==> src/fwsa_pkg.sv <==
package fwsa_pkg;

  // Field and register widths.
  localparam int IN_W = 16;
  localparam int CFG_W = 16;
  localparam int POS_W = 12;
  localparam logic [POS_W-1:0] POS_MAX = 12'd4095;
  localparam int LANES = 4;

  // Angle format: pi is 2**ANGLE_BITS.
  localparam int ANGLE_BITS = 27;
  localparam int ZW = ANGLE_BITS + 2;
  localparam int PRESCALE_BITS = 16;
  localparam int ATAN_ENTRIES = 20;
  localparam int ATAN_W = 26;

  // Configuration register indexes.
  localparam logic [1:0] CFG_FRONT_OFFSET = 2'd0;
  localparam logic [1:0] CFG_REAR_OFFSET = 2'd1;
  localparam logic [1:0] CFG_AXLE_WIDTH = 2'd2;

  localparam logic [CFG_W-1:0] FRONT_OFFSET_RESET = 16'd1167;
  localparam logic [CFG_W-1:0] REAR_OFFSET_RESET = 16'd1167;
  localparam logic [CFG_W-1:0] AXLE_WIDTH_RESET = 16'd1855;

  // Steering mode of one command.
  typedef enum logic [1:0] {
    MODE_CENTER = 2'd0,
    MODE_RIGHT = 2'd1,
    MODE_LEFT = 2'd2,
    MODE_ROTATE = 2'd3
  } mode_t;

  // Per-lane control that travels beside the CORDIC data.
  typedef struct packed {
    logic add;
    logic zero_y;
    logic neg_x;
  } side_t;

  // atan(2**-i) in units where pi is 2**ANGLE_BITS, rounded to nearest.
  function automatic logic [ATAN_W-1:0] atan_entry(input int idx);
    logic [ATAN_W-1:0] r;
    case (idx)
      0: r = 26'd33554432;
      1: r = 26'd19808338;
      2: r = 26'd10466182;
      3: r = 26'd5312797;
      4: r = 26'd2666708;
      5: r = 26'd1334654;
      6: r = 26'd667490;
      7: r = 26'd333765;
      8: r = 26'd166885;
      9: r = 26'd83443;
      10: r = 26'd41722;
      11: r = 26'd20861;
      12: r = 26'd10430;
      13: r = 26'd5215;
      14: r = 26'd2608;
      15: r = 26'd1304;
      16: r = 26'd652;
      17: r = 26'd326;
      18: r = 26'd163;
      19: r = 26'd81;
      default: r = '0;
    endcase
    return r;
  endfunction

endpackage

==> src/fwsa_prep.sv <==
module fwsa_prep #(
  parameter int FRAC_BITS = 12,
  parameter int OP_W = 34,
  parameter int CW = 52
) (
  input  logic clk,
  input  logic rst,
  input  logic en,
  input  logic in_valid,
  input  logic signed [fwsa_pkg::IN_W-1:0] linear_velocity,
  input  logic signed [fwsa_pkg::IN_W-1:0] angular_velocity,
  input  logic [fwsa_pkg::CFG_W-1:0] front_wheel_offset,
  input  logic [fwsa_pkg::CFG_W-1:0] rear_wheel_offset,
  input  logic [fwsa_pkg::CFG_W-1:0] axle_width,
  output logic out_valid,
  output logic signed [CW-1:0] out_x [fwsa_pkg::LANES],
  output logic signed [CW-1:0] out_y [fwsa_pkg::LANES],
  output fwsa_pkg::side_t out_side [fwsa_pkg::LANES]
);

  localparam int ONE = 1 << FRAC_BITS;

  // Stage 1: magnitudes and the mode decision.
  logic [15:0] av_c, aw_c;
  logic [25:0] aw_k;
  logic [22:0] av_k;
  logic signed [26:0] v_k;
  logic fast, big_radius, slow;
  fwsa_pkg::mode_t mode_c;

  logic s1_valid;
  logic [15:0] s1_av, s1_aw;
  fwsa_pkg::mode_t s1_mode;

  always_comb begin
    av_c = linear_velocity[15] ? 16'(-linear_velocity) : 16'(linear_velocity);
    aw_c = angular_velocity[15] ? 16'(-angular_velocity) : 16'(angular_velocity);
    aw_k = 26'(aw_c) * 26'd1000;
    av_k = 23'(av_c) * 23'd100;
    v_k = 27'(linear_velocity) * 27'sd1000;
    fast = aw_k > 26'(ONE);
    big_radius = av_k > 23'(aw_c);
    slow = v_k < $signed(27'(ONE));
    if (fast && big_radius) begin
      mode_c = angular_velocity[15] ? fwsa_pkg::MODE_RIGHT : fwsa_pkg::MODE_LEFT;
    end else if (fast && slow) begin
      mode_c = fwsa_pkg::MODE_ROTATE;
    end else begin
      mode_c = fwsa_pkg::MODE_CENTER;
    end
  end

  always_ff @(posedge clk) begin
    if (rst) begin
      s1_valid <= 1'b0;
    end else if (en) begin
      s1_valid <= in_valid;
    end
    if (en) begin
      s1_av <= av_c;
      s1_aw <= aw_c;
      s1_mode <= mode_c;
    end
  end

  // Stage 2: distances to the turn center and the scaled wheel offsets.
  logic [31:0] axle_prod, front_prod, rear_prod;
  logic signed [OP_W-1:0] av_scaled;

  logic s2_valid;
  logic signed [OP_W-1:0] s2_far, s2_near, s2_fy, s2_ry;
  fwsa_pkg::mode_t s2_mode;

  always_comb begin
    axle_prod = 32'(axle_width) * 32'(s1_aw);
    front_prod = 32'(front_wheel_offset) * 32'(s1_aw);
    rear_prod = 32'(rear_wheel_offset) * 32'(s1_aw);
    av_scaled = OP_W'(s1_av) <<< (FRAC_BITS + 1);
  end

  always_ff @(posedge clk) begin
    if (rst) begin
      s2_valid <= 1'b0;
    end else if (en) begin
      s2_valid <= s1_valid;
    end
    if (en) begin
      s2_far <= av_scaled + OP_W'(axle_prod);
      s2_near <= av_scaled - OP_W'(axle_prod);
      s2_fy <= OP_W'({front_prod, 1'b0});
      s2_ry <= OP_W'({rear_prod, 1'b0});
      s2_mode <= s1_mode;
    end
  end

  // Stage 3: pick each wheel's vector, fold the left half plane, prescale.
  logic signed [OP_W-1:0] ly [fwsa_pkg::LANES];
  logic signed [OP_W-1:0] lx [fwsa_pkg::LANES];
  logic signed [CW-1:0] nx [fwsa_pkg::LANES];
  logic signed [CW-1:0] ny [fwsa_pkg::LANES];
  fwsa_pkg::side_t ns [fwsa_pkg::LANES];

  always_comb begin
    for (int l = 0; l < fwsa_pkg::LANES; l++) begin
      ns[l].add = 1'b1;
      case (s2_mode)
        fwsa_pkg::MODE_RIGHT: begin
          ly[l] = (l < 2) ? s2_fy : s2_ry;
          lx[l] = (l % 2 == 0) ? s2_far : s2_near;
        end
        fwsa_pkg::MODE_LEFT: begin
          ly[l] = (l < 2) ? s2_fy : s2_ry;
          lx[l] = (l % 2 == 0) ? s2_near : s2_far;
          ns[l].add = 1'b0;
        end
        fwsa_pkg::MODE_ROTATE: begin
          ly[l] = (l < 2) ? OP_W'({front_wheel_offset, 1'b0})
                          : OP_W'({rear_wheel_offset, 1'b0});
          lx[l] = OP_W'(axle_width);
          ns[l].add = (l % 2 == 0);
        end
        default: begin
          ly[l] = '0;
          lx[l] = '0;
        end
      endcase
      ns[l].zero_y = (ly[l] == '0);
      ns[l].neg_x = lx[l][OP_W-1];
      if (lx[l][OP_W-1]) begin
        nx[l] = CW'(ly[l]) <<< fwsa_pkg::PRESCALE_BITS;
        ny[l] = CW'(-lx[l]) <<< fwsa_pkg::PRESCALE_BITS;
      end else begin
        nx[l] = CW'(lx[l]) <<< fwsa_pkg::PRESCALE_BITS;
        ny[l] = CW'(ly[l]) <<< fwsa_pkg::PRESCALE_BITS;
      end
    end
  end

  always_ff @(posedge clk) begin
    if (rst) begin
      out_valid <= 1'b0;
    end else if (en) begin
      out_valid <= s2_valid;
    end
    if (en) begin
      for (int l = 0; l < fwsa_pkg::LANES; l++) begin
        out_x[l] <= nx[l];
        out_y[l] <= ny[l];
        out_side[l] <= ns[l];
      end
    end
  end

endmodule

==> config.mk <==
export PLATFORM = sky130hd
export DESIGN_NAME = fwsa_prep
export DESIGN_NICKNAME = d
export VERILOG_FILES = /design/src/fwsa_pkg.sv /design/src/fwsa_prep.sv
export SDC_FILE = /design/constraint.sdc
export NUM_CORES = 2
export LEC_CHECK = 0
export BUFFER_PORTS_ARGS = -buffer_cell sky130_fd_sc_hd__clkbuf_2
export CAP_MARGIN = 20
export CORE_ASPECT_RATIO = 0.7
export CORE_UTILIZATION = 60
export CTS_CLUSTER_SIZE = 10
export DETAILED_ROUTE_END_ITERATION = 8
export PLACE_DENSITY = 0.84
export SLEW_MARGIN = 20
export SYNTH_ARGS = -nofsm -noshare
export SYNTH_HDL_FRONTEND = slang
export SYNTH_SLANG_ARGS = --single-unit
export TNS_END_PERCENT = 30
==> constraint.sdc <==
create_clock -name clk -period 11.2 [get_ports clk]
set_input_delay 0.56 -clock clk [delete_from_list [all_inputs] [get_ports clk]]
set_output_delay 0.56 -clock clk [all_outputs]
set_load 0.01 [all_outputs]
**Word-level counts from Yosys, hierarchy flattened**

Index checks and enable logic that the tools add are counted.
Widths: inputs -> output; s select.

- Add/sub/neg operators: 6
- $mul: 6
- $lt $le $gt $ge: 3
- Eq/ne operators: 3
- Muxes and demuxes: 19
- Reduce and logical (&&, ||, !) cells: 6

Operators by type and width:

| cell | count |
|---|---|
| $mux 52 | 4 |
| $pmux 34 s3 | 2 |
| $mux 49 | 4 |
| $pmux 33 s2 | 2 |
| $mul 16x16->32 | 3 |
| $neg 34->36 | 2 |
| $logic_not 34->1 | 2 |
| $add 29x32->33 | 1 |
| $sub 29x32->33 | 1 |
| $mux 16 | 2 |
| $neg 16->16 | 2 |
| $lt 27x14->1 const B | 1 |
| $gt 26x13->1 const B | 1 |
| $mul 16x8->24 const B | 1 |
| $gt 23x16->1 | 1 |
| $mul 16x7->23 const B | 1 |
| $mul 16x5->21 const B | 1 |
| $mux 2 | 3 |
| $eq 2x2->1 const B | 2 |
| $reduce_or 2->1 | 2 |
| $eq 2x1->1 const B | 1 |
| $logic_and 1x1->1 | 2 |
| $mux 1 | 2 |

- Register bits after elaboration: 581
- Input bits: 84

**Depth between registers and ports, before layout**

- Word-level depth: 7
- Depth in mapped cells: 36

**Worst setup path after synthesis**

OpenSTA, ideal clock, no wires.

- Path kind: input-to-reg
- Start: in axle_width[8] (netlist name)
- End: reg s2_far[32], data pin
- Setup time: 255 ps
- Data arrival time: 8138 ps
- Path slack: 2807 ps
- Cell stages on the path: 32
- Path buffers: 2
- Path through: clkbuf_1 -> clkbuf_1 -> nand2_1 -> fa_1 -> fa_1 -> fa_1 -> fa_1 -> inv_1 -> fa_1 -> inv_1 -> fa_1 -> inv_1 -> ha_1 -> o21a_1 -> or4_1 -> a41oi_1 -> o21ai_0 -> a21oi_1 -> o21bai_1 -> a21oi_1 -> o21ai_0 -> xnor2_1 -> ha_1 -> or2_2 -> a21oi_1 -> a311oi_1 -> o21ai_0 -> a21boi_0 -> or3_1 -> a21oi_1 -> nand2b_1 -> and3b_1

- Word-level cells in the longest chain between the ends: 2

Ends and longest elaborated chain:

| element | line | text |
|---|---|---|
| from (decl) | fwsa_prep.sv:14 | `input logic [fwsa_pkg::CFG_W-1:0] axle_width,` |
| $mul 16x16->32 | fwsa_prep.sv:75 | `axle_prod = 32'(axle_width) * 32'(s1_aw);` |
| $add 29x32->33 | fwsa_prep.sv:88 | `s2_far <= av_scaled + OP_W'(axle_prod);` |
| to (signal assigned) | fwsa_prep.sv:88 |  |
| to (decl) | fwsa_prep.sv:71 | `logic signed [OP_W-1:0] s2_far, s2_near, s2_fy, s2_ry;` |

No other way between the ends.
A chain may end at the register's enable or synchronous reset.

**Worst setup path after layout**

- Start: reg s1_aw[5]
- End: reg s2_far[32], data pin

- Word-level cells in the longest chain between the ends: 2

Ends and longest elaborated chain:

| element | line | text |
|---|---|---|
| from (decl) | fwsa_prep.sv:32 | `logic [15:0] s1_av, s1_aw;` |
| from (signal assigned) | fwsa_prep.sv:61 | `s1_aw <= aw_c;` |
| $mul 16x16->32 | fwsa_prep.sv:75 |  |
| $add 29x32->33 | fwsa_prep.sv:88 |  |

No other way between the ends.

==> metrics.json <==
{
  "run_status": {"value": "finished with violations"},
  "violations_in_the_final_reports": {"value": "design-rule violations"},
  "critPathMaxStageDelay": {"value": 680, "unit": "ps"},
  "grt_setup_unrepaired": {"value": "false"},
  "ctsRootBufferMaster": {"value": "sky130_fd_sc_hd__clkbuf_16"},
  "design.core.area": {"value": 90100, "unit": "um2"},
  "starting_density_of_the_core": {"value": 60.6, "unit": "%"},
  "yosys-top-cells-count": {"value": "sky130_fd_sc_hd__inv_1 (942), sky130_fd_sc_hd__fa_1 (706), sky130_fd_sc_hd__nand2_1 (612)"},
  "postSynthRegisterBits": {"value": 440},
  "vias_per_cell": {"value": 6.03},
  "post-route-drc-count": {"value": 47},
  "synth_top_area_share": {"value": 25.9, "unit": "%"},
  "die_x": {"value": 363, "unit": "um"},
  "worst-endpoint-required": {"value": 11560, "unit": "ps"},
  "hp-class": {"value": "input pin to register"},
  "grt_util_met1": {"value": 44.4, "unit": "%"},
  "maxCapViolations": {"value": 0},
  "final-setup-viol-count": {"value": 0},
  "tightest_slew": {"value": 1360, "unit": "ps"},
  "postSynthCellCount": {"value": 5604},
  "syn_area_per_cell": {"value": 9.75, "unit": "um2"},
  "syn_area": {"value": 54700, "unit": "um2"},
  "global_route.usage.total": {"value": 33.5, "unit": "%"},
  "die-area": {"value": 92300, "unit": "um2"},
  "area_growth": {"value": 6.87, "unit": "%"},
  "synthFlopType": {"value": "sky130_fd_sc_hd__edfxtp_1"},
  "synth-warning-count": {"value": 0},
  "routing_usage_on_met3": {"value": 10.9, "unit": "%"},
  "overflow_left_after_global_routing": {"value": 0},
  "synth.yosys.seq_area_share": {"value": 24.1, "unit": "%"},
  "dpl.hpwl": {"value": 120000, "unit": "um"},
  "synth_top_cells_by_area": {"value": "sky130_fd_sc_hd__fa_1 (26%), sky130_fd_sc_hd__edfxtp_1 (24%), sky130_fd_sc_hd__ha_1 (13%)"},
  "max-slew-margin-rel": {"value": 9.65, "unit": "%"},
  "clock_tree_from_tritoncts": {"value": "built"},
  "routed_wire_length_per_instance": {"value": 21.8, "unit": "um"},
  "cpMostUsedCell": {"value": "sky130_fd_sc_hd__fa_1"},
  "asyncSetResetFlopFracSynth": {"value": 0, "unit": "%"},
  "detail_route.first_pass.iterations": {"value": 9},
  "clock_path_buffers": {"value": 3},
  "antenna_violations_before_repair": {"value": 7},
  "final_max_slew_viol_count": {"value": 0},
  "clock_latency": {"value": 610, "unit": "ps"},
  "crit_path_start_kind": {"value": "register"},
  "grt-busiest-layer": {"value": "met2"},
  "met2_usage": {"value": 51.0, "unit": "%"},
  "worst_setup_hold_path_clk_slew": {"value": 70, "unit": "ps"},
  "cts-buffers-inserted": {"value": 50},
  "num_io_pins": {"value": 513},
  "io_buffers": {"value": 372},
  "dieHeight": {"value": 255, "unit": "um"},
  "cts_hold_buffers": {"value": 0},
  "post_cts_resize_count": {"value": 0},
  "synth_enable_flop_cells": {"value": 437},
  "ant_nets": {"value": 0},
  "htree_levels": {"value": 2},
  "layout_cells_sized_above_1": {"value": 9.72, "unit": "%"},
  "fin_setup_tns": {"value": 0, "unit": "ps"},
  "grt_start_max_net_pins": {"value": 130},
  "crit_path_kind": {"value": "register to register"},
  "grt_pass1_wl": {"value": 238000, "unit": "um"},
  "fmax": {"value": 0.107, "unit": "GHz"},
  "synthMostInstantiatedCell": {"value": "sky130_fd_sc_hd__inv_1"},
  "yosysTopAreaCell": {"value": "sky130_fd_sc_hd__fa_1"},
  "post_cts.repair.setup_buffers": {"value": 0},
  "final_nets": {"value": 7178},
  "fin_crit": {"value": 9320, "unit": "ps"},
  "critPathCaptureType": {"value": "register"},
  "layout.cells.non_filler": {"value": 7086},
  "gp_congestion": {"value": 1.04},
  "rows": {"value": 92},
  "final_min_period_over_clock_period": {"value": 83.2, "unit": "%"},
  "worst-path-max-fanout": {"value": 37},
  "routed_wirelength": {"value": 155000, "unit": "um"},
  "synthDistinctLibCells": {"value": 79},
  "timing.critical_path.slowest_stage_cell": {"value": "sky130_fd_sc_hd__edfxtp_1"},
  "finish.utilization": {"value": 64.8, "unit": "%"},
  "first_iter_violations": {"value": 5337},
  "critical_path_arrival": {"value": 9680, "unit": "ps"},
  "place.detailed.instances": {"value": 7005},
  "first_global_vias": {"value": 42600},
  "dr_total_vias": {"value": 42700},
  "final-hold-violation-count": {"value": 0},
  "clock_sink_count": {"value": 440},
  "skew": {"value": 22.9, "unit": "ps"}
}
[state kept, by name, summed over array words and instances (netlist names)]
name	flops
out_side	6
out_valid	1
out_x	130
out_y	136
s1_av	16
s1_aw	16
s1_mode	2
s1_valid	1
s2_far	32
s2_fy	32
s2_mode	2
s2_near	33
s2_ry	32
s2_valid	1
[worst max-delay path, delay by kind of cell, from the launching register on]
| family | cells | cell delay [ps] |
|---|---|---|
| adders and majority gates | 8 | 3240 |
| buffers and inverters | 3 | 650 |
| AOI/OAI and AO/OA | 13 | 2960 |
| xor gates and xnor gates | 1 | 210 |
| DFF | 1 | 680 |
| and+or+nand+nor | 6 | 1320 |
[cell families after synthesis]
| logic type | synth area share [%] |
|---|---|
| adders and majority gates | 38.4 |
| and+or+nand+nor | 13.6 |
| DFF | 24.1 |
| other | 0.00686 |
| xor gates and xnor gates | 3.49 |
| muxes | 0.227 |
| AOI/OAI and AO/OA | 9.84 |
| buffers and inverters | 10.3 |
[worst paths after layout]
path | end | slack, ps | startpoint | depth (start not counted)
hold reg to reg | s2_mode[1]$_DFFE_PP_ | 440 | s1_mode[1]$_DFFE_PP_ | 0
hold / removal | s2_valid$_SDFFE_PP0P_ | 150 | rst | 2
setup reg to reg | s2_far[32]$_DFFE_PP_ | 1880 | s1_aw[5]$_DFFE_PP_ | 31
setup / recovery | s2_far[32]$_DFFE_PP_ | 1880 | s1_aw[5]$_DFFE_PP_ | 31
[layout by cell type (no fill, tap or decap), types with 74 or more instances in the layout]
cell type                  count
sky130_fd_sc_hd__inv_1       940
sky130_fd_sc_hd__fa_1        706
sky130_fd_sc_hd__nand2_1     611
sky130_fd_sc_hd__ha_1        545
sky130_fd_sc_hd__edfxtp_1    437
sky130_fd_sc_hd__and2_1      371
sky130_fd_sc_hd__clkbuf_2    371
sky130_fd_sc_hd__o21ai_0     275
sky130_fd_sc_hd__nor2_1      190
sky130_fd_sc_hd__xnor2_1     153
sky130_fd_sc_hd__a21oi_1     146
sky130_fd_sc_hd__conb_1      145
sky130_fd_sc_hd__a211oi_1     74
[through the flow]
| stage | hold WS [ps] | setup WS (ps) | cell area (um2) |
|---|---|---|---|
| 5_1_grt | 152 | 1230 | 58400 |
| 3_5_place_dp | 416 | 1980 | 57000 |
| 6_report | 152 | 1880 | 58400 |
| 2_1_floorplan | 400 | 2810 | 55200 |
| 4_1_cts | 153 | 2030 | 58400 |
| 3_3_place_gp | 405 | 2210 | 57000 |
[routing by layer]
layer  up-vias  share of wire (%)
met2      2705                 45
met3       485                 13
li1      18400                  -
met4         8                4.2
met1     21100                 37
met5         -               0.19
[layout make-up]
| type | count | area [um2] |
|---|---|---|
| Clock inverter | 4 | 71.3 |
| Clock buffer | 65 | 1310 |
| Multi-Input combinational cell | 3970 | 36400 |
| Antenna cell | 9 | 22.5 |
| Timing Repair Buffer | 433 | 2330 |
| Inverter | 943 | 3540 |
| Sequential cell | 440 | 13200 |
| Tap cell | 1222 | 1530 |
| Fill cell | 6971 | 31700 |
Power is left out: the tool's default activity adds up to more than one toggle a clock period on the data nets, which glitch-free logic cannot reach.
