`config.mk`:
```
export PLATFORM = sky130hd
export DESIGN_NAME = fwsa_place
export DESIGN_NICKNAME = d
export VERILOG_FILES = /design/src/fwsa_pkg.sv /design/src/fwsa_place.sv
export SDC_FILE = /design/constraint.sdc
export NUM_CORES = 1
export LEC_CHECK = 0
export BUFFER_PORTS_ARGS = -buffer_cell sky130_fd_sc_hd__buf_2
export CAP_MARGIN = 25
export CORE_MARGIN = 4
export CORE_UTILIZATION = 50
export CTS_BUF_LIST = sky130_fd_sc_hd__clkbuf_2 sky130_fd_sc_hd__clkbuf_4 sky130_fd_sc_hd__clkbuf_8
export DETAILED_ROUTE_END_ITERATION = 8
export MAX_ROUTING_LAYER = met4
export PLACE_DENSITY = 0.78
export SYNTH_ARGS = -nofsm -noshare
export SYNTH_HDL_FRONTEND = slang
export SYNTH_SLANG_ARGS = --single-unit
export TNS_END_PERCENT = 100
```
`constraint.sdc`:
```
create_clock -name clk -period 2.15 [get_ports clk]
set_input_delay 0.3225 -clock clk [delete_from_list [all_inputs] [get_ports clk]]
set_output_delay 0.3225 -clock clk [all_outputs]
set_load 0.005 [all_outputs]
```
`src/fwsa_pkg.sv`:
```
package fwsa_pkg;

  // Field and register widths.
  localparam int IN_W = 16;
  localparam int CFG_W = 16;
  localparam int POS_W = 12;
  localparam logic [POS_W-1:0] POS_MAX = 12'd4095;
  localparam int LANES = 4;

  // Angle format: pi is 2**ANGLE_BITS.
  localparam int ANGLE_BITS = 27;
  localparam int ZW = ANGLE_BITS + 2;
  localparam int PRESCALE_BITS = 16;
  localparam int ATAN_ENTRIES = 20;
  localparam int ATAN_W = 26;

  // Configuration register indexes.
  localparam logic [1:0] CFG_FRONT_OFFSET = 2'd0;
  localparam logic [1:0] CFG_REAR_OFFSET = 2'd1;
  localparam logic [1:0] CFG_AXLE_WIDTH = 2'd2;

  localparam logic [CFG_W-1:0] FRONT_OFFSET_RESET = 16'd1167;
  localparam logic [CFG_W-1:0] REAR_OFFSET_RESET = 16'd1167;
  localparam logic [CFG_W-1:0] AXLE_WIDTH_RESET = 16'd1855;

  // Steering mode of one command.
  typedef enum logic [1:0] {
    MODE_CENTER = 2'd0,
    MODE_RIGHT = 2'd1,
    MODE_LEFT = 2'd2,
    MODE_ROTATE = 2'd3
  } mode_t;

  // Per-lane control that travels beside the CORDIC data.
  typedef struct packed {
    logic add;
    logic zero_y;
    logic neg_x;
  } side_t;

  // atan(2**-i) in units where pi is 2**ANGLE_BITS, rounded to nearest.
  function automatic logic [ATAN_W-1:0] atan_entry(input int idx);
    logic [ATAN_W-1:0] r;
    case (idx)
      0: r = 26'd33554432;
      1: r = 26'd19808338;
      2: r = 26'd10466182;
      3: r = 26'd5312797;
      4: r = 26'd2666708;
      5: r = 26'd1334654;
      6: r = 26'd667490;
      7: r = 26'd333765;
      8: r = 26'd166885;
      9: r = 26'd83443;
      10: r = 26'd41722;
      11: r = 26'd20861;
      12: r = 26'd10430;
      13: r = 26'd5215;
      14: r = 26'd2608;
      15: r = 26'd1304;
      16: r = 26'd652;
      17: r = 26'd326;
      18: r = 26'd163;
      19: r = 26'd81;
      default: r = '0;
    endcase
    return r;
  endfunction

endpackage

```
`src/fwsa_place.sv`:
```
module fwsa_place #(
  parameter int CENTER_COUNT = 2048
) (
  input  logic clk,
  input  logic rst,
  input  logic en,
  input  logic in_valid,
  input  logic signed [fwsa_pkg::ZW-1:0] in_z [fwsa_pkg::LANES],
  input  fwsa_pkg::side_t in_side [fwsa_pkg::LANES],
  output logic out_valid,
  output logic [fwsa_pkg::POS_W-1:0] out_pos [fwsa_pkg::LANES]
);

  localparam int C_W = $clog2(CENTER_COUNT + 1);
  localparam int AW = fwsa_pkg::ANGLE_BITS + 1;
  localparam int D_W = AW + C_W;
  localparam int NUM_W = D_W + 1;
  localparam int P_W = NUM_W - fwsa_pkg::ANGLE_BITS;
  localparam logic [AW-1:0] HALF = AW'(1) << fwsa_pkg::ANGLE_BITS;
  localparam logic [NUM_W-1:0] BASE =
    NUM_W'(CENTER_COUNT) << fwsa_pkg::ANGLE_BITS;

  // Stage A: clamp the angle, handle a zero numerator, scale to counts.
  logic [AW-1:0] zc [fwsa_pkg::LANES];
  logic a_valid;
  logic [D_W-1:0] a_d [fwsa_pkg::LANES];
  logic a_add [fwsa_pkg::LANES];

  always_comb begin
    for (int l = 0; l < fwsa_pkg::LANES; l++) begin
      if (in_side[l].zero_y) begin
        zc[l] = in_side[l].neg_x ? HALF : '0;
      end else if (in_z[l][fwsa_pkg::ZW-1]) begin
        zc[l] = '0;
      end else if (in_z[l] > $signed(fwsa_pkg::ZW'(HALF))) begin
        zc[l] = HALF;
      end else begin
        zc[l] = AW'(in_z[l]);
      end
    end
  end

  always_ff @(posedge clk) begin
    if (rst) begin
      a_valid <= 1'b0;
    end else if (en) begin
      a_valid <= in_valid;
    end
    if (en) begin
      for (int l = 0; l < fwsa_pkg::LANES; l++) begin
        a_d[l] <= D_W'(zc[l]) * D_W'(CENTER_COUNT);
        a_add[l] <= in_side[l].add;
      end
    end
  end

  // Stage B: offset from center, truncate, saturate.
  logic [NUM_W-1:0] num [fwsa_pkg::LANES];
  logic [P_W-1:0] pos [fwsa_pkg::LANES];

  always_comb begin
    for (int l = 0; l < fwsa_pkg::LANES; l++) begin
      num[l] = a_add[l] ? BASE + NUM_W'(a_d[l]) : BASE - NUM_W'(a_d[l]);
      pos[l] = num[l][NUM_W-1:fwsa_pkg::ANGLE_BITS];
    end
  end

  always_ff @(posedge clk) begin
    if (rst) begin
      out_valid <= 1'b0;
    end else if (en) begin
      out_valid <= a_valid;
    end
    if (en) begin
      for (int l = 0; l < fwsa_pkg::LANES; l++) begin
        if (pos[l] > P_W'(fwsa_pkg::POS_MAX)) begin
          out_pos[l] <= fwsa_pkg::POS_MAX;
        end else begin
          out_pos[l] <= fwsa_pkg::POS_W'(pos[l]);
        end
      end
    end
  end

endmodule

```
* After elaboration in Yosys (flattened, before gate mapping)
Memories as Yosys holds them, arrays and structs flattened. Index checks and enable logic that the tools add are counted.
Word-level totals: register bits 50, bits in latches 0, bits in writable memories 116, memory bits (read-only) 0, input port bits 132, output and inout bits 49, logic and storage cells 46, memories kept 2
Cells by class: $add $sub $neg 8, $mul 0, div/mod/pow operators 0, order comparisons 8, equal/unequal tests 0, shift-type cells 0, muxes and demuxes 22, bitwise logic cells 0, reduce and logical (&&, ||, !) cells 0
Memory list:
- a_d | depth 4, width 28, rd ports 4, clocked after memory_dff 0, wr ports 4, line fwsa_place.sv:26 | logic [D_W-1:0] a_d [fwsa_pkg::LANES];
- a_add | depth 4, width 1, rd ports 4, clocked after memory_dff 0, wr ports 4, line fwsa_place.sv:27 | logic a_add [fwsa_pkg::LANES];
Operator list (number):
- two-way mux 28 bit | 16
- adder 39 x 40 -> 41 bit, first input constant | 4
- two-way mux 41 bit | 4
- subtractor 39 x 40 -> 41 bit, first input constant | 4
- greater-than comparator 29 bit, second input constant | 4
- greater-than comparator 14 x 12 -> 1 bit, second input constant | 4
- two-way mux 1 bit | 2

* Logic depth before layout (Yosys ltp)
Gate-level depths: netlist of run 1.
depth in word-level cells 4, mapped depth 6, gate-level depth less buffers 5

* Worst setup path after synthesis of run 1
OpenSTA, ideal clock, no wires.
path kind flip-flop to flip-flop, from mem a_d[2][19] (netlist bit), to reg out_pos[23] (netlist bit), data pin, setup time 266 ps, arrival 1832 ps, data required time 1884 ps, setup slack 52 ps, cell stages (with the launch flop) 6, buffers on the path 0, period minus slack after synthesis 2098 ps, cells stage by stage edfxtp_1 or4_4 nor3_4 nand4b_4 o31ai_2 or3b_1
RTL lines:
- start, declared | line fwsa_place.sv:26
- end signal, assigned by index | line fwsa_place.sv:77 | out_pos[l] <= fwsa_pkg::POS_MAX;
- end signal, assigned by index | line fwsa_place.sv:79 | out_pos[l] <= fwsa_pkg::POS_W'(pos[l]);
- end, declared | line fwsa_place.sv:11 | output logic [fwsa_pkg::POS_W-1:0] out_pos [fwsa_pkg::LANES]

==> flow_summary.ini, run 1 <==
[run_status]
outcome = finished, final reports clean

[global_route]
grt_max_degree = 53
global_route.overflow_total = 0
grt_pass1_vias = 5360
globalRoute.busiestLayer = met2
initial_antenna_violation_count = 0
globalRouteMet1Util_pct = 21.5
grt_pass1_wl_um = 24100
met2_layer_usage_reported_by_global_route_pct = 32.1
track_usage_pct = 18.5
global_route.usage.met3_pct = 3.33

[synth]
post_synthesis_cell_count = 588
syn-mean-instance-area_um2 = 12.9
synth.top_cell.area_share_pct = 65.1
netlist_top_cells_area = edfxtp_1 (65%), and2_1 (8.9%), nor4_1 (4.1%)
synth_top_area_cell = edfxtp_1
yosys_warnings = 0
synth_cell_types = 44
yosysSeqAreaShare_pct = 65.6
synth.net_count = 720
post_synth_instance_area_mm2 = 0.00757
synth-seq-cells = 166

[detailed_routing]
routedWlPerCell_um = 15.3
drcViolationCount = 0
routed-via-count = 5351
route.detailed.vias_per_inst = 5.34
route.final.wire_length_um = 15400
drt-pass1-iter-count = 4
ant_nets = 0
number_of_drc_violations_after_detailed_routing_iteration_0 = 243

[sta]
clock_skew_ns = 0.00695
hold_violations = 0
fin_ws_ns = 0.00407
layout_min_cycle_time_ns = 2.15
relSlewSlack_pct = 57.5
slew_viol_final = 0
setup_viol = 0
finalHoldWorstSlack_ns = 0.0552
setup_total_negative_slack_ns = 0
timing.final.crit_share_pct = 99.8
worst-slew-pin-transition_ns = 0.638
fmax_mhz = 466
setup_repair_after_global_routing_missed_its_margin = true

[floorplan]
floorplan.core_area_mm2 = 0.0147
die-height_um = 131
num_rows = 44
dieWidth_um = 131
ios = 181
initial_utilization_pct = 51.5
dieArea_mm2 = 0.0172

[placed_design]
numPlacedInstances = 958
gp_routability_congestion = 0.839
post-place-ws_ns = -0.127
hpwl_um = 11600
io_buffers = 180

[pwr]
power.switching_fraction_pct = 23.0
p_seq_share_pct = 57.8
irDropWorstVdd_v = 0.000396
comb_power_share_pct = 10.1
p_sw_mw = 1.58
cellPowerDensity_mw_per_mm2 = 727
static-leakage-power_nw = 3.55
clock_power_share_pct = 32.1
totalPowerFinal_mw = 6.88
internal_dissipation_mw = 5.30

[hold_path]
hp-class = in -> reg

[critical_path]
setup.worst_path.class = reg -> reg
timing.critical_path.arrival_ns = 2.33
worst_ep_required_time_ns = 2.33
timing.critical_path.fanout_max = 4
crit_path_start_kind = flop
capturing_element_type_of_the_critical_path = flop

[finish]
nets = 937
final_cells = 1002
layout_commonest_cell = buf_2
antenna_cells_inserted = 0
mostFrequentLayoutCells = buf_2 (179), edfxtp_1 (164), and2_1 (108)
layout-drive-gt1-share_pct = 34.1
area.growth.synth_to_final_pct = 25.1

[cts]
clkTransAtPathRegs_ns = 0.08
clock_tree.buffer_depth = 2
cts_tree = yes
clkLatencyLatePin_ns = 0.43
clock_root_buffer_master = clkbuf_8
cts_inserted_buffers = 17
ctsHtreeMaxLevel = 4
clock-sinks = 166

[flow_run]
max_cap_violations = 0
-- cell families (layout without fill, tap and decap cells) --
family | Yosys count | in the layout | synth area share [%]
multiplexers | 6 | 6 | 0.810
AND/OR/NAND/NOR | 283 | 283 | 21.6
XOR/XNOR | 30 | 30 | 3.47
flip-flops | 166 | 166 | 65.6
AO/OA/AOI/OAI | 71 | 72 | 6.89
buffers and inverters | 32 | 261 | 1.62
-- synthesized netlist by cell type, drive strengths merged --
library cell  count
buf               2
o311ai            4
nand4             7
dfxtp             2
nand4b            1
o211ai            1
nor2             33
or3b              2
xor2              1
xnor2            29
nand2b            5
o2111a            2
and2            108
and4              8
o21a              5
a211oi            9
o21ai            11
or4               2
nand3             5
o41ai             2
a21o              1
inv              12
edfxtp          164
nand2            36
clkbuf           18
a2111oi           1
mux2i             5
nand3b            1
nor2b             1
a21oi            19
mux2              1
nor3             19
nor4b             1
nor4             49
o31ai             1
and3b             1
or3               4
a31oi            15
-- worst max-delay path, cell delays in order (launching register included) --
cell and delay [ns]:
edfxtp_1 0.40, or4_4 0.57, nor3_4 0.19, nand4b_4 0.17
o31ai_2 0.20, or3b_1 0.38
-- sequential cells by signal, summed over array words and instances (netlist names) --
signal	flops
a_valid	1
out_valid	1
out_pos	48
a_add	4
a_d	112
-- routing by layer --
metal / share of wire, % / up-vias
li1: - / 2651
met5: 0 / -
met3: 6.0 / 26
met1: 40 / 2478
met4: 1.7 / 0
met2: 52 / 196
-- power groups by stage --
stage / Clock (mW) / Combinational, mW / Sequential [mW]
after global placement: 0 / 0.645 / 4.02
after floorplan: 0 / 0.307 / 4.00
after global routing: 2.40 / 0.778 / 4.01
final: 2.21 / 0.696 / 3.98
after detailed placement: 0 / 0.675 / 4.04
after CTS: 2.26 / 0.680 / 3.97
-- final timing paths --
path              slack (ns)       start  cells past startpoint          end
setup / recovery       0.004  a_d[2][21]                      5  out_pos[23]
hold / removal          0.06         rst                      2    out_valid
setup reg to reg       0.004  a_d[2][21]                      5  out_pos[23]
hold reg to reg         0.50   out_valid                      2    out_valid
-- stage by stage --
step	instance area (um^2)	util (%)
floorplan	7570	-
global placement	8870	60.4
detailed placement	8870	60.4
CTS	9320	63.4
global route	9470	64.4
finish	9470	64.4
-- layout make-up --
cell class                 instances  area, um^2
fill                            1082        5230
sequential                       166        4960
multi-input combinational        391        2590
timing repair buffer             217        1240
clock buffer                      17         234
tap                              184         230
clock inverter                    15         161
inverter                          12        45.0
-- repair_timing --
item / in CTS / in global routing
resized for setup: 3 / 20
setup endpoints to repair: 14 / 36
endpoints found under the hold margin: 0 / 0
pin swaps: 4 / 9
hold buffers: 0 / 0
buffers inserted: 4 / 7
gates cloned: 0 / 1
No activity file was read; power rests on OpenSTA's default activity.
==> inputs of run 2 (changes only) <==
--- a/config.mk
+++ b/config.mk
@@ -6,13 +6,13 @@
 export NUM_CORES = 1
 export LEC_CHECK = 0
 export BUFFER_PORTS_ARGS = -buffer_cell sky130_fd_sc_hd__buf_2
-export CAP_MARGIN = 25
+export CAP_MARGIN = 40
 export CORE_MARGIN = 4
-export CORE_UTILIZATION = 50
+export CORE_UTILIZATION = 45
 export CTS_BUF_LIST = sky130_fd_sc_hd__clkbuf_2 sky130_fd_sc_hd__clkbuf_4 sky130_fd_sc_hd__clkbuf_8
 export DETAILED_ROUTE_END_ITERATION = 8
 export MAX_ROUTING_LAYER = met4
-export PLACE_DENSITY = 0.78
+export PLACE_DENSITY = 0.72
 export SYNTH_ARGS = -nofsm -noshare
 export SYNTH_HDL_FRONTEND = slang
 export SYNTH_SLANG_ARGS = --single-unit
==> flow_summary.ini, run 2 (synthesis results as in run 1) <==
[sta]
setup_viol = 1
fmax_mhz = 465
setup_total_negative_slack_ns = -0.00223
relSlewSlack_pct = 54.0
layout_min_cycle_time_ns = 2.15
hold_violations = 0
clock_skew_ns = 0.0128
worst-slew-pin-transition_ns = 0.690
slew_viol_final = 0
finalHoldWorstSlack_ns = 0.0293
setup_repair_after_global_routing_missed_its_margin = true
timing.final.crit_share_pct = 100
fin_ws_ns = -0.00223

[cts]
ctsHtreeMaxLevel = 4
cts.hold.buffers_added = 0
clock-sinks = 166
cts_tree = yes
cts_inserted_buffers = 17
clock_tree.buffer_depth = 2
clock_root_buffer_master = clkbuf_8
clkTransAtPathRegs_ns = 0.09
clkLatencyLatePin_ns = 0.46

[critical_path]
timing.critical_path.arrival_ns = 2.36
cp.buffers_inverters = 0
setup.worst_path.class = reg -> reg
capturing_element_type_of_the_critical_path = flop
worst_ep_required_time_ns = 2.36
gate_family_responsible_for_the_most_delay_along_the_worst_path = simple AND/OR/NAND/NOR gates
worstReg2RegStart = a_d[2][21]
crit_path_cell_trace = or4_4 > nor3_4 > nand4b_4 > o31ai_2 > or3b_1
timing.reg2reg.setup_slack_ns = -0.002
timing.critical_path.fanout_max = 6
critical_path.max_stage_delay_ns = 0.57
worstReg2RegEnd = out_pos[23]
crit_path_start_kind = flop
worst_r2r_path_depth = 5
cpMaxStageDelayCell = or4_4

[detailed_routing]
route.detailed.vias_per_inst = 5.25
drt-pass1-iter-count = 7
route.final.wire_length_um = 15900
number_of_drc_violations_after_detailed_routing_iteration_0 = 288
drcViolationCount = 0
routed-via-count = 5442
ant_nets = 0
routedWlPerCell_um = 15.3

[finish]
layout-drive-gt1-share_pct = 33.4
regMostFlops = a_d
nets = 936
top_registers = a_d (112), out_pos (48), a_add (4)
mostFrequentLayoutCells = buf_2 (179), edfxtp_1 (164), and2_1 (108)
antenna_cells_inserted = 0
area.growth.synth_to_final_pct = 24.1
fill_count = 1359
largest_register_ff_count = 112
layout_commonest_cell = buf_2

[run_status]
failing_checks = negative setup slack
outcome = complete, but fails checks

[floorplan]
num_rows = 47
ios = 181
dieWidth_um = 138
floorplan.core_area_mm2 = 0.0165
die-height_um = 138
initial_utilization_pct = 45.8
dieArea_mm2 = 0.0190

[hold_path]
whs_path_depth = 2
hp-class = in -> reg
hold_end = a_valid
min-delay-start = rst

[pwr]
cellPowerDensity_mw_per_mm2 = 706
static-leakage-power_nw = 3.51
irDropWorstVdd_v = 0.000362

[placed_design]
hpwl_um = 12000
io_buffers = 180
gp_routability_congestion = 0.918

[global_route]
grt_pass1_vias = 5187
initial_antenna_violation_count = 0
grt_max_degree = 42
grt_pass1_wl_um = 24000
global_route.overflow_total = 0
track_usage_pct = 16.8

[flow_run]
max_cap_violations = 0
## run 2: changes by cell type in the layout (fill, tap and decap cells not counted), moves of 2 or more
cell        delta
clkbuf_4       +5
bufinv_16      -3
clkinv_1       -3
nor4_1         +3
nor4_2         -3
a211oi_1       +2
a211oi_2       -2
buf_12         -2
clkinv_2       -2
clkinvlp_4     +2
nand2_1        +2
nand2_2        -2
## run 2: worst max path at each step
stage                     startpoint          end  slack (ns)  depth (start not counted)
final                     a_d[2][21]  out_pos[23]      -0.002                          5
after floorplan           a_d[2][19]  out_pos[23]        0.05                          5
after detailed placement  a_d[2][21]  out_pos[23]       -0.01                          5
after global placement     a_d[2][3]  out_pos[23]       -0.02                          5
after CTS                 a_d[2][21]  out_pos[12]       0.009                          5
after global routing      a_d[2][21]  out_pos[17]       -0.08                          6
## run 2: repair_timing
item / in CTS / in global routing
buffers inserted: 2 / 6
endpoints found under the setup margin: 6 / 42
pin swaps: 0 / 5
gates resized for setup: 0 / 13
cloned: 0 / 1
## run 2: layout make-up
type,instances,area (um^2),area share (%)
Clock inverter,10,73.8,0.786
Multi-Input combinational cell,391,2550,27.2
Timing Repair Buffer,216,1210,12.8
Tap cell,220,275,2.93
Inverter,12,45.0,0.480
Sequential cell,166,4960,52.9
Clock buffer,22,272,2.89
## run 2: layer usage
metal	global-route usage, %	share of wire (%)
met3	4.20	7.3
met2	28.2	51
met5	-	0
met1	19.9	40
met4	5.88	1.7
## run 2: power by group
group	switching [mW]	total, mW	internal [mW]
sequential	0.154	3.97	3.81
clock	1.10	1.97	0.864
combinational	0.348	0.691	0.343
total	1.60	6.63	5.02
## run 2: metrics by stage
stage | std cells | area [um^2] | power (mW) | util [%] | setup slack (ns)
floorplan | 588 | 7570 | 4.30 | - | 0.0525
global placement | 996 | 8910 | 4.67 | 53.9 | -0.0249
detailed placement | 996 | 8910 | 4.72 | 53.9 | -0.0135
CTS | 1030 | 9270 | 6.66 | 56.1 | 0.00917
global route | 1037 | 9390 | 6.91 | 56.8 | -0.0837
finish | 1037 | 9390 | 6.63 | 56.8 | -0.00223
